**src/qwt_pkg.sv**
```systemverilog
`default_nettype none

package qwt_pkg;

  localparam logic [7:0] CharBackslash = 8'h5C;
  localparam logic [7:0] CharDquote    = 8'h22;
  localparam logic [7:0] CharSquote    = 8'h27;
  localparam logic [7:0] CharSpace     = 8'h20;
  localparam logic [7:0] CharTab       = 8'h09;
  localparam logic [7:0] CharLf        = 8'h0A;
  localparam logic [7:0] CharCr        = 8'h0D;
  localparam logic [7:0] CharLowerN    = 8'h6E;
  localparam logic [7:0] CharLowerT    = 8'h74;
  localparam logic [7:0] CharLowerR    = 8'h72;

  typedef enum logic [1:0] {
    QUOTE_NONE,
    QUOTE_SINGLE,
    QUOTE_DOUBLE
  } quote_e;

  typedef enum logic [1:0] {
    ST_OK,
    ST_INCOMPLETE,
    ST_BAD_ESCAPE,
    ST_UNCLOSED
  } status_e;

  typedef struct packed {
    quote_e  open_quote;
    logic    escape_pending;
    logic    token_nonempty;
    status_e error_seen;
  } state_t;

  typedef struct packed {
    logic       emit;
    logic [7:0] out_byte;
    logic       byte_valid;
    logic       token_end;
    logic       string_end;
    status_e    status;
  } result_t;

  localparam state_t StateReset = '{
    open_quote:     QUOTE_NONE,
    escape_pending: 1'b0,
    token_nonempty: 1'b0,
    error_seen:     ST_OK
  };

  // Escape sequences that are accepted after a backslash.
  function automatic logic is_escapable(input logic [7:0] b);
    logic ok;
    case (b) inside
      CharBackslash, CharDquote, CharSquote, CharSpace,
      CharLowerN, CharLowerT, CharLowerR: ok = 1'b1;
      default:                            ok = 1'b0;
    endcase
    return ok;
  endfunction

  function automatic logic [7:0] escape_value(input logic [7:0] b);
    logic [7:0] v;
    case (b)
      CharLowerN: v = CharLf;
      CharLowerT: v = CharTab;
      CharLowerR: v = CharCr;
      default:    v = b;
    endcase
    return v;
  endfunction

  function automatic logic is_space(input logic [7:0] b);
    logic sp;
    case (b) inside
      CharSpace, CharTab, CharLf, CharCr: sp = 1'b1;
      default:                            sp = 1'b0;
    endcase
    return sp;
  endfunction

endpackage

`default_nettype wire

```
**src/qwt_if.sv**
```systemverilog
`default_nettype none

interface qwt_in_if;
  logic       valid;
  logic       ready;
  logic [7:0] in_byte;
  logic       is_end;

  modport source (output valid, output in_byte, output is_end, input ready);
  modport sink   (input valid, input in_byte, input is_end, output ready);
endinterface

interface qwt_out_if;
  logic       valid;
  logic       ready;
  logic [7:0] out_byte;
  logic       byte_valid;
  logic       token_end;
  logic       string_end;
  logic [1:0] status;

  modport source (output valid, output out_byte, output byte_valid, output token_end,
                  output string_end, output status, input ready);
  modport sink   (input valid, input out_byte, input byte_valid, input token_end,
                  input string_end, input status, output ready);
endinterface

`default_nettype wire

```
**src/quoted_word_tokenizer.sv**
```systemverilog
// Channel   Dir  Payload                                               Result count
// in_i      in   in_byte[7:0], is_end                                  -
// out_o     out  out_byte[7:0], byte_valid, token_end, string_end,     0 or 1 per input
//                status[1:0]
//
// An input transfer lands in an input register; the item's result is formed from
// that register and the tokenizer state and written to the output register once
// that register is free. One item per cycle is sustained unless a result waits
// on a stalled output; the state register closes a loop through the step logic.
// Reset clears the pipeline valid flags and the tokenizer state; no clearing pass.
// A stalled output only holds back items that produce a result; items without a
// result keep passing through the input register while a finished result waits.
`default_nettype none

module quoted_word_tokenizer
  import qwt_pkg::*;
(
  input  wire logic  clk_i,
  input  wire logic  rst_ni,
  qwt_in_if.sink     in_i,
  qwt_out_if.source  out_o
);

  // Input register stage.
  logic       s1_valid_q, s1_valid_d;
  logic [7:0] s1_byte_q;
  logic       s1_end_q;

  // Tokenizer state, updated when the item in the input register moves on.
  state_t state_q, state_d, state_next;

  // Output register.
  logic    out_valid_q, out_valid_d;
  result_t out_q;

  result_t res;
  logic    out_free;
  logic    s1_adv;
  logic    in_fire;

  qwt_step u_step (
    .state_i   (state_q),
    .in_byte_i (s1_byte_q),
    .is_end_i  (s1_end_q),
    .state_o   (state_next),
    .result_o  (res)
  );

  // Items with no result retire without waiting for the output register.
  assign out_free   = !out_valid_q || out_o.ready;
  assign s1_adv     = s1_valid_q && (!res.emit || out_free);
  assign in_i.ready = !s1_valid_q || s1_adv;
  assign in_fire    = in_i.valid && in_i.ready;

  always_comb begin
    s1_valid_d = s1_valid_q;
    if (in_fire) begin
      s1_valid_d = 1'b1;
    end else if (s1_adv) begin
      s1_valid_d = 1'b0;
    end
  end

  assign state_d = s1_adv ? state_next : state_q;

  always_comb begin
    out_valid_d = out_valid_q;
    if (s1_adv && res.emit) begin
      out_valid_d = 1'b1;
    end else if (out_o.ready) begin
      out_valid_d = 1'b0;
    end
  end

  always_ff @(posedge clk_i or negedge rst_ni) begin
    if (!rst_ni) begin
      s1_valid_q  <= 1'b0;
      out_valid_q <= 1'b0;
      state_q     <= StateReset;
    end else begin
      s1_valid_q  <= s1_valid_d;
      out_valid_q <= out_valid_d;
      state_q     <= state_d;
    end
  end

  // Payload registers carry no reset.
  always_ff @(posedge clk_i) begin
    if (in_fire) begin
      s1_byte_q <= in_i.in_byte;
      s1_end_q  <= in_i.is_end;
    end
    if (s1_adv && res.emit) begin
      out_q <= res;
    end
  end

  assign out_o.valid      = out_valid_q;
  assign out_o.out_byte   = out_q.out_byte;
  assign out_o.byte_valid = out_q.byte_valid;
  assign out_o.token_end  = out_q.token_end;
  assign out_o.string_end = out_q.string_end;
  assign out_o.status     = out_q.status;

  // A nonzero status only accompanies the end-of-string result.
  a_status_only_at_end: assert property (@(posedge clk_i) disable iff (!rst_ni)
    out_o.valid && !out_o.string_end |-> out_o.status == ST_OK)
    else $error("status set on a result other than end of string");

  // A result never both carries a byte and closes a token.
  a_byte_xor_tend: assert property (@(posedge clk_i) disable iff (!rst_ni)
    out_o.valid |-> !(out_o.byte_valid && out_o.token_end))
    else $error("byte and token end on the same result");

  // An end marker returns all state to its reset value.
  a_end_resets_state: assert property (@(posedge clk_i) disable iff (!rst_ni)
    s1_adv && s1_end_q |=> state_q == StateReset)
    else $error("state not cleared after end marker");

  // A recorded error holds until the end marker retires.
  a_error_sticky: assert property (@(posedge clk_i) disable iff (!rst_ni)
    state_q.error_seen != ST_OK && !(s1_adv && s1_end_q) |=> $stable(state_q.error_seen))
    else $error("error cleared before end of string");

  // Nothing is written to the output register while it holds an untaken result.
  a_no_overwrite: assert property (@(posedge clk_i) disable iff (!rst_ni)
    out_o.valid && !out_o.ready |=> out_o.valid && $stable(out_q))
    else $error("pending result overwritten");

endmodule

`default_nettype wire

```
**src/qwt_step.sv**
```systemverilog
`default_nettype none

module qwt_step
  import qwt_pkg::*;
(
  input  state_t     state_i,
  input  logic [7:0] in_byte_i,
  input  logic       is_end_i,
  output state_t     state_o,
  output result_t    result_o
);

  quote_e q;

  always_comb begin
    if (in_byte_i == CharSquote) begin
      q = QUOTE_SINGLE;
    end else if (in_byte_i == CharDquote) begin
      q = QUOTE_DOUBLE;
    end else begin
      q = QUOTE_NONE;
    end
  end

  always_comb begin
    state_o  = state_i;
    result_o = '{emit: 1'b0, out_byte: 8'h00, byte_valid: 1'b0, token_end: 1'b0,
                 string_end: 1'b0, status: ST_OK};

    if (is_end_i) begin
      state_o             = StateReset;
      result_o.emit       = 1'b1;
      result_o.token_end  = state_i.token_nonempty;
      result_o.string_end = 1'b1;
      if (state_i.open_quote != QUOTE_NONE) begin
        result_o.status = ST_UNCLOSED;
      end else if (state_i.escape_pending && state_i.error_seen == ST_OK) begin
        result_o.status = ST_INCOMPLETE;
      end else begin
        result_o.status = state_i.error_seen;
      end
    end else if (state_i.error_seen != ST_OK) begin
      // Bytes after an error are dropped until the end marker.
    end else if (state_i.escape_pending) begin
      state_o.escape_pending = 1'b0;
      if (!is_escapable(in_byte_i)) begin
        state_o.error_seen = ST_BAD_ESCAPE;
      end else begin
        state_o.token_nonempty = 1'b1;
        result_o.emit          = 1'b1;
        result_o.byte_valid    = 1'b1;
        result_o.out_byte      = escape_value(in_byte_i);
      end
    end else if (in_byte_i == CharBackslash) begin
      state_o.escape_pending = 1'b1;
    end else if (state_i.open_quote != QUOTE_NONE) begin
      if (q == state_i.open_quote) begin
        state_o.open_quote     = QUOTE_NONE;
        state_o.token_nonempty = 1'b0;
        result_o.emit          = 1'b1;
        result_o.token_end     = 1'b1;
      end else begin
        state_o.token_nonempty = 1'b1;
        result_o.emit          = 1'b1;
        result_o.byte_valid    = 1'b1;
        result_o.out_byte      = in_byte_i;
      end
    end else if (q != QUOTE_NONE) begin
      state_o.open_quote = q;
    end else if (is_space(in_byte_i)) begin
      if (state_i.token_nonempty) begin
        state_o.token_nonempty = 1'b0;
        result_o.emit          = 1'b1;
        result_o.token_end     = 1'b1;
      end
    end else begin
      state_o.token_nonempty = 1'b1;
      result_o.emit          = 1'b1;
      result_o.byte_valid    = 1'b1;
      result_o.out_byte      = in_byte_i;
    end
  end

endmodule

`default_nettype wire

```
**src/flat_wrapper.sv**
```systemverilog
// flat-port wrapper written by rule: the top's interface ports become plain ports
module quoted_word_tokenizer_flat import qwt_pkg::*;
  (clk_i, rst_ni, in_i_valid, in_i_in_byte, in_i_is_end, in_i_ready, out_o_valid, out_o_out_byte, out_o_byte_valid, out_o_token_end, out_o_string_end, out_o_status, out_o_ready);
  qwt_in_if in_i_i ();
  qwt_out_if out_o_i ();
  input  wire logic clk_i;
  input  wire logic rst_ni;
  input wire logic [$bits(in_i_i.valid)-1:0] in_i_valid;
  input wire logic [$bits(in_i_i.in_byte)-1:0] in_i_in_byte;
  input wire logic [$bits(in_i_i.is_end)-1:0] in_i_is_end;
  output wire logic [$bits(in_i_i.ready)-1:0] in_i_ready;
  output wire logic [$bits(out_o_i.valid)-1:0] out_o_valid;
  output wire logic [$bits(out_o_i.out_byte)-1:0] out_o_out_byte;
  output wire logic [$bits(out_o_i.byte_valid)-1:0] out_o_byte_valid;
  output wire logic [$bits(out_o_i.token_end)-1:0] out_o_token_end;
  output wire logic [$bits(out_o_i.string_end)-1:0] out_o_string_end;
  output wire logic [$bits(out_o_i.status)-1:0] out_o_status;
  input wire logic [$bits(out_o_i.ready)-1:0] out_o_ready;
  assign in_i_i.valid = in_i_valid;
  assign in_i_i.in_byte = in_i_in_byte;
  assign in_i_i.is_end = in_i_is_end;
  assign in_i_ready = in_i_i.ready;
  assign out_o_valid = out_o_i.valid;
  assign out_o_out_byte = out_o_i.out_byte;
  assign out_o_byte_valid = out_o_i.byte_valid;
  assign out_o_token_end = out_o_i.token_end;
  assign out_o_string_end = out_o_i.string_end;
  assign out_o_status = out_o_i.status;
  assign out_o_i.ready = out_o_ready;
  quoted_word_tokenizer u_core (.clk_i(clk_i), .rst_ni(rst_ni), .in_i(in_i_i), .out_o(out_o_i));
endmodule
```
**config.mk**
```make
export PLATFORM = sky130hd
export DESIGN_NAME = quoted_word_tokenizer_flat
export DESIGN_NICKNAME = d
export VERILOG_FILES = /design/src/qwt_pkg.sv /design/src/qwt_if.sv /design/src/quoted_word_tokenizer.sv /design/src/qwt_step.sv /design/src/flat_wrapper.sv
export SDC_FILE = /design/constraint.sdc
export NUM_CORES = 1
export LEC_CHECK = 0
export ABC_CLOCK_PERIOD_IN_PS = 4300
export BUFFER_PORTS_ARGS = -buffer_cell sky130_fd_sc_hd__buf_2
export CAP_MARGIN = 0
export CELL_PAD_IN_SITES_DETAIL_PLACEMENT = 1
export CELL_PAD_IN_SITES_GLOBAL_PLACEMENT = 1
export CORE_UTILIZATION = 25
export CTS_BUF_LIST = sky130_fd_sc_hd__clkbuf_16
export DETAILED_ROUTE_END_ITERATION = 10
export MAX_ROUTING_LAYER = met4
export PLACE_DENSITY_LB_ADDON = 0.25
export SETUP_SLACK_MARGIN = 0.1
export SLEW_MARGIN = 15
export SYNTH_ARGS = -nofsm -noshare
export SYNTH_HDL_FRONTEND = slang
export SYNTH_SLANG_ARGS = --single-unit
```
**constraint.sdc**
```tcl
create_clock -name clk_i -period 4.3 [get_ports clk_i]
set_input_delay 0.43 -clock clk_i [delete_from_list [all_inputs] [get_ports clk_i]]
set_output_delay 0.43 -clock clk_i [all_outputs]
set_load 0.1 [all_outputs]
```
==> flow_summary.yaml <==
setup_path:
  cp.buffers_inverters: 1
  timing.critical_path.cells: "or4b_4, a2111oi_2, o31a_2, nor2_1, nand4_1, buf_2"
  critical-path-top-delay-family: "simple AND/OR/NAND/NOR gates"
  worst_setup_path_end_kind: "primary output"
  worstRegToRegCells: 6
  regToRegSetupSlack_ns: 1.29
  critical_path_peak_fanout: 10
  critPathLaunchType: "flip-flop"
  cp_slowest_stage_delay_ns: 0.61
  regToRegStartpoint: "u_core.s1_byte_q[0]"
  worst-endpoint-required_ns: 3.87
  worst-endpoint-arrival_ns: 2.69
  criticalPathCategory: "reg -> out"
  worst_path_max_delay_cell: "sky130_fd_sc_hd__or4b_4"
  regToRegEndpoint: "u_core.out_o.out_byte[7]"
die:
  die_area_um2: 6725
  count_of_standard_cell_rows: 28
  die_height_um: 82.01
  top_level_ports: 28
  core_region_area_um2: 6061
  start_util: 0.2640
  die_w_um: 82.01
logic_synthesis:
  ys_dominant_reg_cell: "sky130_fd_sc_hd__edfxtp_1"
  netlist_area_um2: 1600
  ys_seq_area_frac: 0.5223
  synthesis.area_per_instance_um2: 11.19
  yosysUniqueCellTypes: 51
  synth-warning-count: 0
  synth.net_count: 156
  synth_edf_count: 22
  synth_instances: 143
  synthArstFlopShare: 0.2414
  synth.ff_latch_count: 29
sta:
  clock.fmax_mhz: 320.2
  rsz0062_at_grt: "no"
  hold_viol: 0
  timing.setup.tns_ns: 0
  layout_worst_path_cycle_share: 0.7264
  worst-slew-pin-transition_ns: 1.019
  finalClockSkew_ns: 0.004822
  setup_viol_count_final: 0
  relSlewSlack: 0.3183
  drv_slew: 0
  final_critical_period_ns: 3.123
detailed_routing:
  drt_iter0_markers: 88
  post-route-drc-count: 0
  route.vias.total: 1223
  drt_pass1_iterations: 4
  detail_route.vias_per_cell: 4.972
  post_detailed_route_wirelength_per_cell_um: 15.42
  antenna_violating_nets_post_route: 0
  routed_wl_um: 3793
finish:
  drive_gt1_frac: 0.2924
  area.sequential_um2: 835.8
  multi_input_comb_area_um2: 691.9
  design.final.nets: 183
  layout_commonest_cell: "sky130_fd_sc_hd__buf_2"
  commonest_cells_after_routing_fill_and_taps_aside: "27 x sky130_fd_sc_hd__buf_2, 22 x sky130_fd_sc_hd__edfxtp_1, 13 x sky130_fd_sc_hd__nor2_1"
  area_growth_pct: 20.64
  num_antenna_cells: 0
  fillers: 676
global_route:
  via_count_of_the_first_global_routing_pass: 1216
  grt_use_total: 0.1274
  grt_antenna_before_repair: 0
  grt_start_max_net_pins: 14
  gr-total-overflow: 0
  grt_first_pass_wirelength_um: 6251
cts:
  clock_root_buffer: "sky130_fd_sc_hd__clkbuf_16"
  cts-htree-levels: 2
  cts_max_path_bufs: 2
  cts_inserted_buffers: 5
  post_cts_resize_count: 0
  post_cts_buffers: 0
  clock_latency_ns: 0.27
  cts.clk_slew.worst_paths_ns: 0.05
  tritoncts_clock_tree: "built"
  cts_num_sinks: 29
placement:
  gp_congestion: 0.7993
  port_bufs: 27
  hpwl_um: 2906
status:
  outcome: "completed"
power_and_ir_drop:
  p_total_uw: 861.9
  power_density_over_the_cells_nw_per_um2: 446.4
  irDropWorstVdd_mv: 0.1779
  leakage_power_nw: 0.7194
run:
  maxCapViolCount: 0
min_path:
  hold_class: "in -> reg"
  hold-path-cell-count: 1
  worstHoldEndpoint: "u_core.s1_byte_q[6]"
  worst_hold_startpoint: "in_i_in_byte[6]"
==> layer usage <==
metal,routed length [µm],up-vias,track usage,part of all wire
met5,0,-,-,0
met4,18,0,0.02632,0.0047
met3,190,2,0.03000,0.050
met2,1798,30,0.2091,0.47
met1,1785,598,0.1589,0.47
li1,-,593,-,-
==> power breakdown <==
group	total (mW)	internal (mW)	switching, mW
clock network	0.321	0.208	0.113
registers	0.354	0.332	0.0224
logic	0.187	0.0358	0.151
==> logic make-up after synthesis <==
group           Yosys count  synth area share
buf+inv                  15           0.04534
simple gates             66            0.2471
compound gates           33            0.1853
flops                    29            0.5223
==> worst max path at each step <==
stage	slack, ns	start	end	depth (start not counted)
global route	1.02	u_core.s1_byte_q[0]	u_core.out_o.out_byte[3]	6
CTS	1.16	u_core.s1_byte_q[6]	in_i_ready	6
floorplan	0.83	u_core.s1_byte_q[7]	u_core.s1_byte_q[0]	7
global placement	1.37	u_core.s1_byte_q[6]	u_core.out_o.string_end	6
finish	1.18	u_core.s1_byte_q[4]	in_i_ready	6
detailed placement	1.23	u_core.s1_byte_q[0]	u_core.out_o.string_end	6
==> repair_timing <==
item,CTS,global route
hold buffers,1,0
setup endpoints to repair,0,0
hold endpoints to repair,7,0
==> metrics by stage <==
step	hold WS (ns)	util	instance area, µm²	setup slack (ns)	cells
2_1_floorplan	0.1344	-	1600	0.8325	143
3_3_place_gp	0.2714	0.2942	1783	1.365	237
3_5_place_dp	0.2740	0.2942	1783	1.232	237
4_1_cts	0.3311	0.3185	1931	1.158	246
5_1_grt	0.3272	0.3185	1931	1.020	246
6_report	0.3351	0.3185	1931	1.177	246
==> worst reg2reg max path, delay by kind of cell, from the launching register on <==
family	cells	cell delay, ns
and+or+nand+nor	5	1.74
DFF	1	0.55
AOI/OAI and AO/OA	1	0.32
==> registers in the layout (all words and copies together) (netlist names) <==
name and count:
u_core.out_o.string_end 1, u_core.out_o.valid 1, u_core.s1_end_q 1, u_core.state_q 5, u_core.out_o.out_byte 8, u_core.s1_byte_q 8
u_core.out_o.byte_valid 1, u_core.out_o.status 2, u_core.out_o.token_end 1, u_core.s1_valid_q 1
==> layout make-up <==
cell class / instances / share of cell area
Sequential cell: 29 / 0.4329
Clock inverter: 3 / 0.006481
Clock buffer: 5 / 0.06481
Timing Repair Buffer: 28 / 0.07518
Tap cell: 75 / 0.04861
Multi-Input combinational cell: 99 / 0.3584
Inverter: 7 / 0.01361
==> cell usage after synthesis (2+ instances only) <==
| cell | instances | area, µm² |
|---|---|---|
| sky130_fd_sc_hd__edfxtp_1 | 22 | 660.6 |
| sky130_fd_sc_hd__o21ai_0 | 3 | 15.01 |
| sky130_fd_sc_hd__inv_1 | 6 | 22.52 |
| sky130_fd_sc_hd__nor2_1 | 13 | 48.80 |
| sky130_fd_sc_hd__nor3_1 | 6 | 30.03 |
| sky130_fd_sc_hd__nand4_1 | 2 | 12.51 |
| sky130_fd_sc_hd__nor3b_1 | 3 | 22.52 |
| sky130_fd_sc_hd__nand2_1 | 10 | 37.54 |
| sky130_fd_sc_hd__dfrtp_1 | 7 | 175.2 |
| sky130_fd_sc_hd__o31ai_1 | 2 | 15.01 |
| sky130_fd_sc_hd__nand2b_1 | 3 | 18.77 |
| sky130_fd_sc_hd__or2_2 | 3 | 18.77 |
| sky130_fd_sc_hd__nand3_1 | 3 | 15.01 |
| sky130_fd_sc_hd__nor4bb_1 | 3 | 30.03 |
| sky130_fd_sc_hd__a31oi_1 | 2 | 12.51 |
| sky130_fd_sc_hd__nand4b_1 | 2 | 17.52 |
| sky130_fd_sc_hd__o22ai_1 | 3 | 18.77 |
| sky130_fd_sc_hd__buf_6 | 2 | 22.52 |
| sky130_fd_sc_hd__a211oi_4 | 2 | 40.04 |
| sky130_fd_sc_hd__a21oi_1 | 6 | 30.03 |
| sky130_fd_sc_hd__clkbuf_1 | 5 | 18.77 |
| sky130_fd_sc_hd__and3_1 | 4 | 25.02 |
| sky130_fd_sc_hd__nor2b_1 | 3 | 18.77 |
(Power assumes the default switching activity.)
